--- config.mk ---
export PLATFORM = sky130hd
export DESIGN_NAME = intel_hex_record_encoder
export DESIGN_NICKNAME = d
export VERILOG_FILES = /design/src/rtl/ihex_enc_pkg.sv /design/src/rtl/ihex_enc_emit.sv /design/src/rtl/intel_hex_record_encoder.sv
export SDC_FILE = /design/constraint.sdc
export NUM_CORES = 1
export LEC_CHECK = 0
export BUFFER_PORTS_ARGS = -buffer_cell sky130_fd_sc_hd__buf_2
export CORE_MARGIN = 3
export CORE_UTILIZATION = 27
export DETAILED_ROUTE_END_ITERATION = 10
export GPL_TIMING_DRIVEN = 0
export PLACE_DENSITY_LB_ADDON = 0.05
export SLEW_MARGIN = 20
export SYNTH_ARGS = -nofsm -noshare
export SYNTH_HDL_FRONTEND = slang
export SYNTH_SLANG_ARGS = --single-unit
--- constraint.sdc ---
create_clock -name clock -period 3.3 [get_ports clock]
set_clock_uncertainty 0.05 [all_clocks]
set_input_delay 0.165 -clock clock [delete_from_list [all_inputs] [get_ports clock]]
set_output_delay 0.165 -clock clock [all_outputs]
set_load 0.02 [all_outputs]
--- src/rtl/ihex_enc_pkg.sv ---
// Shared types, character codes and the hex digit function for the
// Intel HEX record encoder. No dependencies.
`timescale 1ns / 1ps
`default_nettype none

package ihex_enc_pkg;

   localparam logic ACT_START = 1'b0;
   localparam logic ACT_DATA  = 1'b1;

   localparam logic [7:0] CHAR_COLON = 8'h3A;
   localparam logic [7:0] CHAR_CR    = 8'h0D;
   localparam logic [7:0] CHAR_LF    = 8'h0A;
   localparam logic [7:0] CHAR_NUL   = 8'h00;
   localparam logic [7:0] REC_TYPE_DATA = 8'h00;

   // Character positions within one record's text
   localparam int unsigned POS_W = 4;
   localparam logic [POS_W-1:0] POS_COLON   = 4'd0;
   localparam logic [POS_W-1:0] POS_LEN_HI  = 4'd1;
   localparam logic [POS_W-1:0] POS_LEN_LO  = 4'd2;
   localparam logic [POS_W-1:0] POS_AH_HI   = 4'd3;
   localparam logic [POS_W-1:0] POS_AH_LO   = 4'd4;
   localparam logic [POS_W-1:0] POS_AL_HI   = 4'd5;
   localparam logic [POS_W-1:0] POS_AL_LO   = 4'd6;
   localparam logic [POS_W-1:0] POS_BYTE_HI = 4'd7;
   localparam logic [POS_W-1:0] POS_BYTE_LO = 4'd8;
   localparam logic [POS_W-1:0] POS_CHK_HI  = 4'd9;
   localparam logic [POS_W-1:0] POS_CHK_LO  = 4'd10;
   localparam logic [POS_W-1:0] POS_CR      = 4'd11;
   localparam logic [POS_W-1:0] POS_LF      = 4'd12;
   localparam logic [POS_W-1:0] POS_NUL     = 4'd13;

   typedef struct packed {
      logic        action;
      logic [15:0] record_address;
      logic [7:0]  record_length;
      logic [7:0]  data_byte;
   } req_type;

   typedef struct packed {
      logic [7:0] out_char;
      logic       last_char;
   } rsp_type;

   // One unit of text to emit: a full header, or one data byte, each
   // optionally followed by the closing checksum, CR, LF and NUL.
   typedef struct packed {
      logic [POS_W-1:0] first_pos;
      logic             close;
      logic [7:0]       len_byte;
      logic [7:0]       addr_hi;
      logic [7:0]       addr_lo;
      logic [7:0]       mid_byte;
      logic [7:0]       chk_byte;
   } job_type;

   function automatic logic [7:0] hex_char(input logic [3:0] nib);
      logic [7:0] c;
      if (nib < 4'd10) begin
         c = 8'h30 + {4'd0, nib};
      end else begin
         c = 8'h37 + {4'd0, nib};
      end
      return c;
   endfunction

endpackage

`default_nettype wire

--- src/rtl/ihex_enc_emit.sv ---
// Job register, character sequencer and result register for the record
// encoder. Depends on ihex_enc_pkg.
`timescale 1ns / 1ps
`default_nettype none

module ihex_enc_emit (
   input  wire                                clock,
   input  wire                                reset,
   input  wire                                job_load,
   input  ihex_enc_pkg::job_type              job_in,
   output logic                               job_busy,
   output logic                               rsp_valid,
   input  wire                                rsp_stall,
   output ihex_enc_pkg::rsp_type              rsp_payload
);

   logic                             job_valid_ff, job_valid_in;
   ihex_enc_pkg::job_type            job_ff, job_in_sel;
   logic [ihex_enc_pkg::POS_W-1:0]   pos_ff, pos_in, end_pos;
   logic                             rsp_valid_ff, rsp_valid_in;
   ihex_enc_pkg::rsp_type            rsp_ff, rsp_in;
   logic                             step;
   logic                             job_done;
   logic [7:0]                       sel_byte;
   logic [3:0]                       sel_nib;
   logic [7:0]                       cur_char;

   assign end_pos  = job_ff.close ? ihex_enc_pkg::POS_NUL : ihex_enc_pkg::POS_BYTE_LO;
   assign step     = job_valid_ff && (!rsp_valid_ff || !rsp_stall);
   assign job_done = step && (pos_ff == end_pos);
   assign job_busy = job_valid_ff && !job_done;

   always_comb begin
      case (pos_ff)
         ihex_enc_pkg::POS_LEN_HI, ihex_enc_pkg::POS_LEN_LO:   sel_byte = job_ff.len_byte;
         ihex_enc_pkg::POS_AH_HI, ihex_enc_pkg::POS_AH_LO:     sel_byte = job_ff.addr_hi;
         ihex_enc_pkg::POS_AL_HI, ihex_enc_pkg::POS_AL_LO:     sel_byte = job_ff.addr_lo;
         ihex_enc_pkg::POS_BYTE_HI, ihex_enc_pkg::POS_BYTE_LO: sel_byte = job_ff.mid_byte;
         default:                                              sel_byte = job_ff.chk_byte;
      endcase
      // odd positions carry the high nibble
      sel_nib = pos_ff[0] ? sel_byte[7:4] : sel_byte[3:0];
      case (pos_ff)
         ihex_enc_pkg::POS_COLON: cur_char = ihex_enc_pkg::CHAR_COLON;
         ihex_enc_pkg::POS_CR:    cur_char = ihex_enc_pkg::CHAR_CR;
         ihex_enc_pkg::POS_LF:    cur_char = ihex_enc_pkg::CHAR_LF;
         ihex_enc_pkg::POS_NUL:   cur_char = ihex_enc_pkg::CHAR_NUL;
         default:                 cur_char = ihex_enc_pkg::hex_char(sel_nib);
      endcase
   end

   always_comb begin
      job_valid_in = job_valid_ff;
      job_in_sel   = job_ff;
      pos_in       = pos_ff;
      if (job_load) begin
         job_valid_in = 1'b1;
         job_in_sel   = job_in;
         pos_in       = job_in.first_pos;
      end else if (job_done) begin
         job_valid_in = 1'b0;
      end else if (step) begin
         pos_in = pos_ff + 1'b1;
      end

      rsp_valid_in = rsp_valid_ff;
      rsp_in       = rsp_ff;
      if (step) begin
         rsp_valid_in     = 1'b1;
         rsp_in.out_char  = cur_char;
         rsp_in.last_char = (pos_ff == ihex_enc_pkg::POS_NUL);
      end else if (!rsp_stall) begin
         rsp_valid_in = 1'b0;
      end
   end

   always_ff @(posedge clock) begin
      if (reset) begin
         job_valid_ff <= 1'b0;
         rsp_valid_ff <= 1'b0;
      end else begin
         job_valid_ff <= job_valid_in;
         rsp_valid_ff <= rsp_valid_in;
      end
      job_ff <= job_in_sel;
      pos_ff <= pos_in;
      rsp_ff <= rsp_in;
   end

   assign rsp_valid   = rsp_valid_ff;
   assign rsp_payload = rsp_ff;

   a_load_when_free: assert property (@(posedge clock) disable iff (reset)
      job_load |-> !job_busy)
      else $error("job loaded over an unfinished job");

   a_pos_in_range: assert property (@(posedge clock) disable iff (reset)
      job_valid_ff |-> pos_ff <= end_pos)
      else $error("character position ran past the end of the job");

   a_nul_ends_job: assert property (@(posedge clock) disable iff (reset)
      (step && pos_ff == ihex_enc_pkg::POS_NUL) |=> !job_valid_ff || $past(job_load))
      else $error("job still open after its terminating NUL");

endmodule

`default_nettype wire

--- src/rtl/intel_hex_record_encoder.sv ---
// Intel HEX data record encoder: one ASCII character per result transaction.
// Accepted items go to the job register, characters to the result register.
// One character per cycle unless rsp_stall holds it; a start item emits 9
// characters (14 for an empty record), a data item 2 (7 when it closes the record).
// Synchronous active-high reset clears the open record and all valid flags.
// Depends on ihex_enc_pkg and ihex_enc_emit.
`timescale 1ns / 1ps
`default_nettype none

module intel_hex_record_encoder (
   input  wire                     clock,
   input  wire                     reset,
   input  wire                     req_valid,
   output logic                    req_stall,
   input  ihex_enc_pkg::req_type   req_payload,
   output logic                    rsp_valid,
   input  wire                     rsp_stall,
   output ihex_enc_pkg::rsp_type   rsp_payload
);

   logic [7:0]             running_sum_ff, running_sum_in;
   logic [7:0]             bytes_left_ff, bytes_left_in;
   logic                   in_record_ff, in_record_in;
   logic                   job_busy;
   logic                   accept;
   logic                   job_load;
   ihex_enc_pkg::job_type  job;
   logic [7:0]             sum_new;
   logic [7:0]             left_new;

   assign req_stall = job_busy;
   assign accept    = req_valid && !req_stall;

   always_comb begin
      running_sum_in = running_sum_ff;
      bytes_left_in  = bytes_left_ff;
      in_record_in   = in_record_ff;
      job_load       = 1'b0;
      sum_new        = 8'd0;
      left_new       = 8'd0;

      job.first_pos = ihex_enc_pkg::POS_COLON;
      job.close     = 1'b0;
      job.len_byte  = req_payload.record_length;
      job.addr_hi   = req_payload.record_address[15:8];
      job.addr_lo   = req_payload.record_address[7:0];
      job.mid_byte  = ihex_enc_pkg::REC_TYPE_DATA;
      job.chk_byte  = 8'd0;

      if (accept) begin
         if (req_payload.action == ihex_enc_pkg::ACT_START) begin
            job_load = 1'b1;
            sum_new  = req_payload.record_length + req_payload.record_address[15:8]
                       + req_payload.record_address[7:0];
            left_new = req_payload.record_length;
         end else if (in_record_ff) begin
            // data byte inside an open record
            job_load      = 1'b1;
            job.first_pos = ihex_enc_pkg::POS_BYTE_HI;
            job.mid_byte  = req_payload.data_byte;
            sum_new       = running_sum_ff + req_payload.data_byte;
            left_new      = bytes_left_ff - 8'd1;
         end
         // data outside a record: drop it
         if (job_load) begin
            job.chk_byte = 8'd0 - sum_new;
            if (left_new == 8'd0) begin
               job.close      = 1'b1;
               running_sum_in = 8'd0;
               bytes_left_in  = 8'd0;
               in_record_in   = 1'b0;
            end else begin
               running_sum_in = sum_new;
               bytes_left_in  = left_new;
               in_record_in   = 1'b1;
            end
         end
      end
   end

   always_ff @(posedge clock) begin
      if (reset) begin
         running_sum_ff <= 8'd0;
         bytes_left_ff  <= 8'd0;
         in_record_ff   <= 1'b0;
      end else begin
         running_sum_ff <= running_sum_in;
         bytes_left_ff  <= bytes_left_in;
         in_record_ff   <= in_record_in;
      end
   end

   ihex_enc_emit u_emit (
      .clock       (clock),
      .reset       (reset),
      .job_load    (job_load),
      .job_in      (job),
      .job_busy    (job_busy),
      .rsp_valid   (rsp_valid),
      .rsp_stall   (rsp_stall),
      .rsp_payload (rsp_payload)
   );

   a_open_has_bytes: assert property (@(posedge clock) disable iff (reset)
      in_record_ff |-> bytes_left_ff != 8'd0)
      else $error("record open with no data bytes left");

   a_closed_is_clear: assert property (@(posedge clock) disable iff (reset)
      !in_record_ff |-> (running_sum_ff == 8'd0 && bytes_left_ff == 8'd0))
      else $error("closed record left stale sum or count");

   a_stray_dropped: assert property (@(posedge clock) disable iff (reset)
      (accept && req_payload.action == ihex_enc_pkg::ACT_DATA && !in_record_ff) |-> !job_load)
      else $error("data outside a record started a job");

endmodule

`default_nettype wire
==> qor.yml <==
die-area_um2: 17900
vias: 3562
rr_startpoint: "u_emit.pos_ff[0]"
fin_nets: 578
final_area_um2: 5540
drt_iter0_markers: 204
die_x_um: 133.8
overflow: 0
grt_first_pass_wirelength_mm: 20.58
dpl.cell_count: 694
syn_area_um2: 4409
yosys-top-cells-count: "edfxtp_1, nand2_1, nor2_1"
syn_inst: 432
cts_tree: "built"
ys.flop_type: "edfxtp_1"
routed_wl_mm: 13.24
critPathArrivalTime_ns: 3.19
netlist.area_leader.share_pct: 36.10
ys_ff_latch: 72
path_max_fanout: 5
cp.required_ns: 3.33
synth_warnings: 0
wl_per_cell_um: 18.07
period_share_pct: 95.83
synth_area_leader_cell: "edfxtp_1"
dpl.hpwl_mm: 10.27
startpoint_type: "input pin"
dr.pass1.iters: 5
grt_pass1_vias: 3572
clkSinkCount: 72
hold_viol: 0
place_area_um2: 4912
rsz0062_at_grt: "yes"
synthTopCellsByArea: "edfxtp_1, dfxtp_1, ha_1, fa_1, nand2_1"
cts.path.max_buffers: 2
final_cells: 733
mappedNetlistNets: 498
port_buffers: 46
crit_family: "compound AO/OA/AOI/OAI gates"
p_leak_nw: 2.169
min_period_ns: 3.162
synth_cell_types: 65
p_per_area_nw_per_um2: 579.9
max-slew-margin-rel_pct: 50.32
outcome: "finished, final reports clean"
rows: 46
post-synth-top-count-cell: "edfxtp_1"
fin_util_pct: 34.75
cts_inserted_buffers: 9
core_um2: 15940
antenna_cells: 0
startpoint: "req_payload[19]"
clock.fmax_ghz: 0.3162
worstSetupEndpoint: "u_emit.job_ff[7]"
clk_latency_ns: 0.34
fill_cells: 1671
fin_setup_tns_ns: 0
slowest_delay_ns: 0.59
drc_errors: 0
finalSetupViolCount: 0
clkTransAtPathRegs_ns: 0.06
async_flop_share_pct: 0
fp.dieH_um: 133.8
grt_usage_pct: 15.25
r2r_cells: 12
grt_antenna_before_repair: 0
avgSynthCellArea_um2: 10.21
finalMaxSlewViolations: 0
ys_seq_area_share_pct: 44.72
htreeDepth: 3
crit_chain: "dlygate4sd3_1 > buf_2 > fa_1 > ha_2 > o21ai_2 > or4b_1 > a31oi_2 > a41o_1 > or2_2 > o311ai_1 > o31ai_2"
pin_count: 48
critPathCaptureType: "register"
cp_slowest_cell: "fa_1"
syn_to_final_growth_pct: 25.65
start_util_pct: 27.66
tightestPinTransition_ns: 0.7425
r2r-end: "u_emit.rsp_payload[3]"
cts_root_buf: "clkbuf_16"
grt_max_degree: 51
crit_buf_inv: 2
place_congestion: 0.8057
antenna_left: 0
crit_type: "in -> reg"
vdd_drop_max_v: 0.0002634
r2r_setup_slack_ns: 0.16
hp-class: "in -> reg"
setup_slack_ns: 0.1377
vias_per_cell: 4.859
dpl_worst_slack_ns: -0.2854
drive_above_1_share_pct: 19.92
synth_edf_count: 53
worst-path-stages: 11
maxCapViolations: 0
-- routing by layer --
metal	share of wire (%)	GRT usage [%]
met1	45	19.44
met2	49	25.46
met3	2.9	2.438
met4	2.7	7.029
met5	0	0
-- cell usage in the layout, fill, tap and decap left out, types with 10 or more instances in the layout --
master,Yosys,final
clkbuf_1,11,10
o21ai_1,16,16
edfxtp_1,53,53
a21oi_1,17,16
o21ai_0,16,15
mux2i_1,10,10
ha_1,20,19
buf_4,3,10
inv_1,20,19
dlygate4sd3_1,0,16
xor2_1,11,11
dfxtp_1,19,19
and3_1,11,11
nor2_1,26,26
buf_2,5,50
xnor2_1,11,11
nand2_1,41,41
-- repair_timing --
action,in CTS,in global routing
hold buffers,16,0
endpoints found under the hold margin,16,0
setup buffers,0,7
gates resized for setup,5,17
setup endpoints to repair,55,8
cloned,0,0
pin swaps,0,3
-- stage by stage --
step | hold WS (ns) | power [mW]
after detailed placement | 0.3247 | 2.055
after floorplan | 0.2139 | 1.786
after global placement | 0.3263 | 2.055
after global routing | 0.01104 | 3.401
after CTS | 0.002662 | 3.185
final | 0.01395 | 3.213
-- cell families after synthesis --
kind of cell	count (synthesis)	share of synthesized area (%)
muxes	10	2.270
DFF	72	44.72
other	1	0.08505
AOI/OAI and AO/OA	133	21.06
and+or+nand+nor	123	13.59
buffers and inverters	42	4.143
xor gates and xnor gates	22	4.370
adders and majority gates	29	9.762
-- where the power goes --
part | leakage [nW] | total [mW] | switching, mW | internal [mW]
logic | 1.36 | 1.01 | 0.585 | 0.427
registers | 0.656 | 1.11 | 0.0370 | 1.07
clock network | 0.151 | 1.09 | 0.405 | 0.685
total | 2.17 | 3.21 | 1.03 | 2.19
-- worst min path at each step --
| stage | from | end | cells after the start |
|---|---|---|---|
| after global placement | req_payload[26] | u_emit.job_ff[26] | 1 |
| after detailed placement | req_payload[26] | u_emit.job_ff[26] | 1 |
| after CTS | req_payload[22] | u_emit.job_ff[22] | 1 |
| after floorplan | req_payload[16] | u_emit.job_ff[16] | 0 |
| final | req_payload[22] | u_emit.job_ff[22] | 1 |
| after global routing | req_payload[22] | u_emit.job_ff[22] | 1 |
-- state kept, by name, summed over array words and instances, names as in the netlist --
name                 flops
u_emit.rsp_payload       8
u_emit.job_valid_ff      1
u_emit.rsp_valid         1
u_emit.job_ff           41
bytes_left_ff            8
u_emit.pos_ff            4
in_record_ff             1
running_sum_ff           8
-- final cells by class --
class,instances,area (um2),share of cell area [%]
tap,216,270.3,4.878
sequential,72,1972,35.59
inverter,22,86.33,1.558
buffer,20,110.1,1.987
multi-input combinational,318,2328,42.03
timing repair buffer,69,442.9,7.995
clock buffer,10,239.0,4.313
clock inverter,6,91.34,1.649
Power figures use the tool's default switching activity.
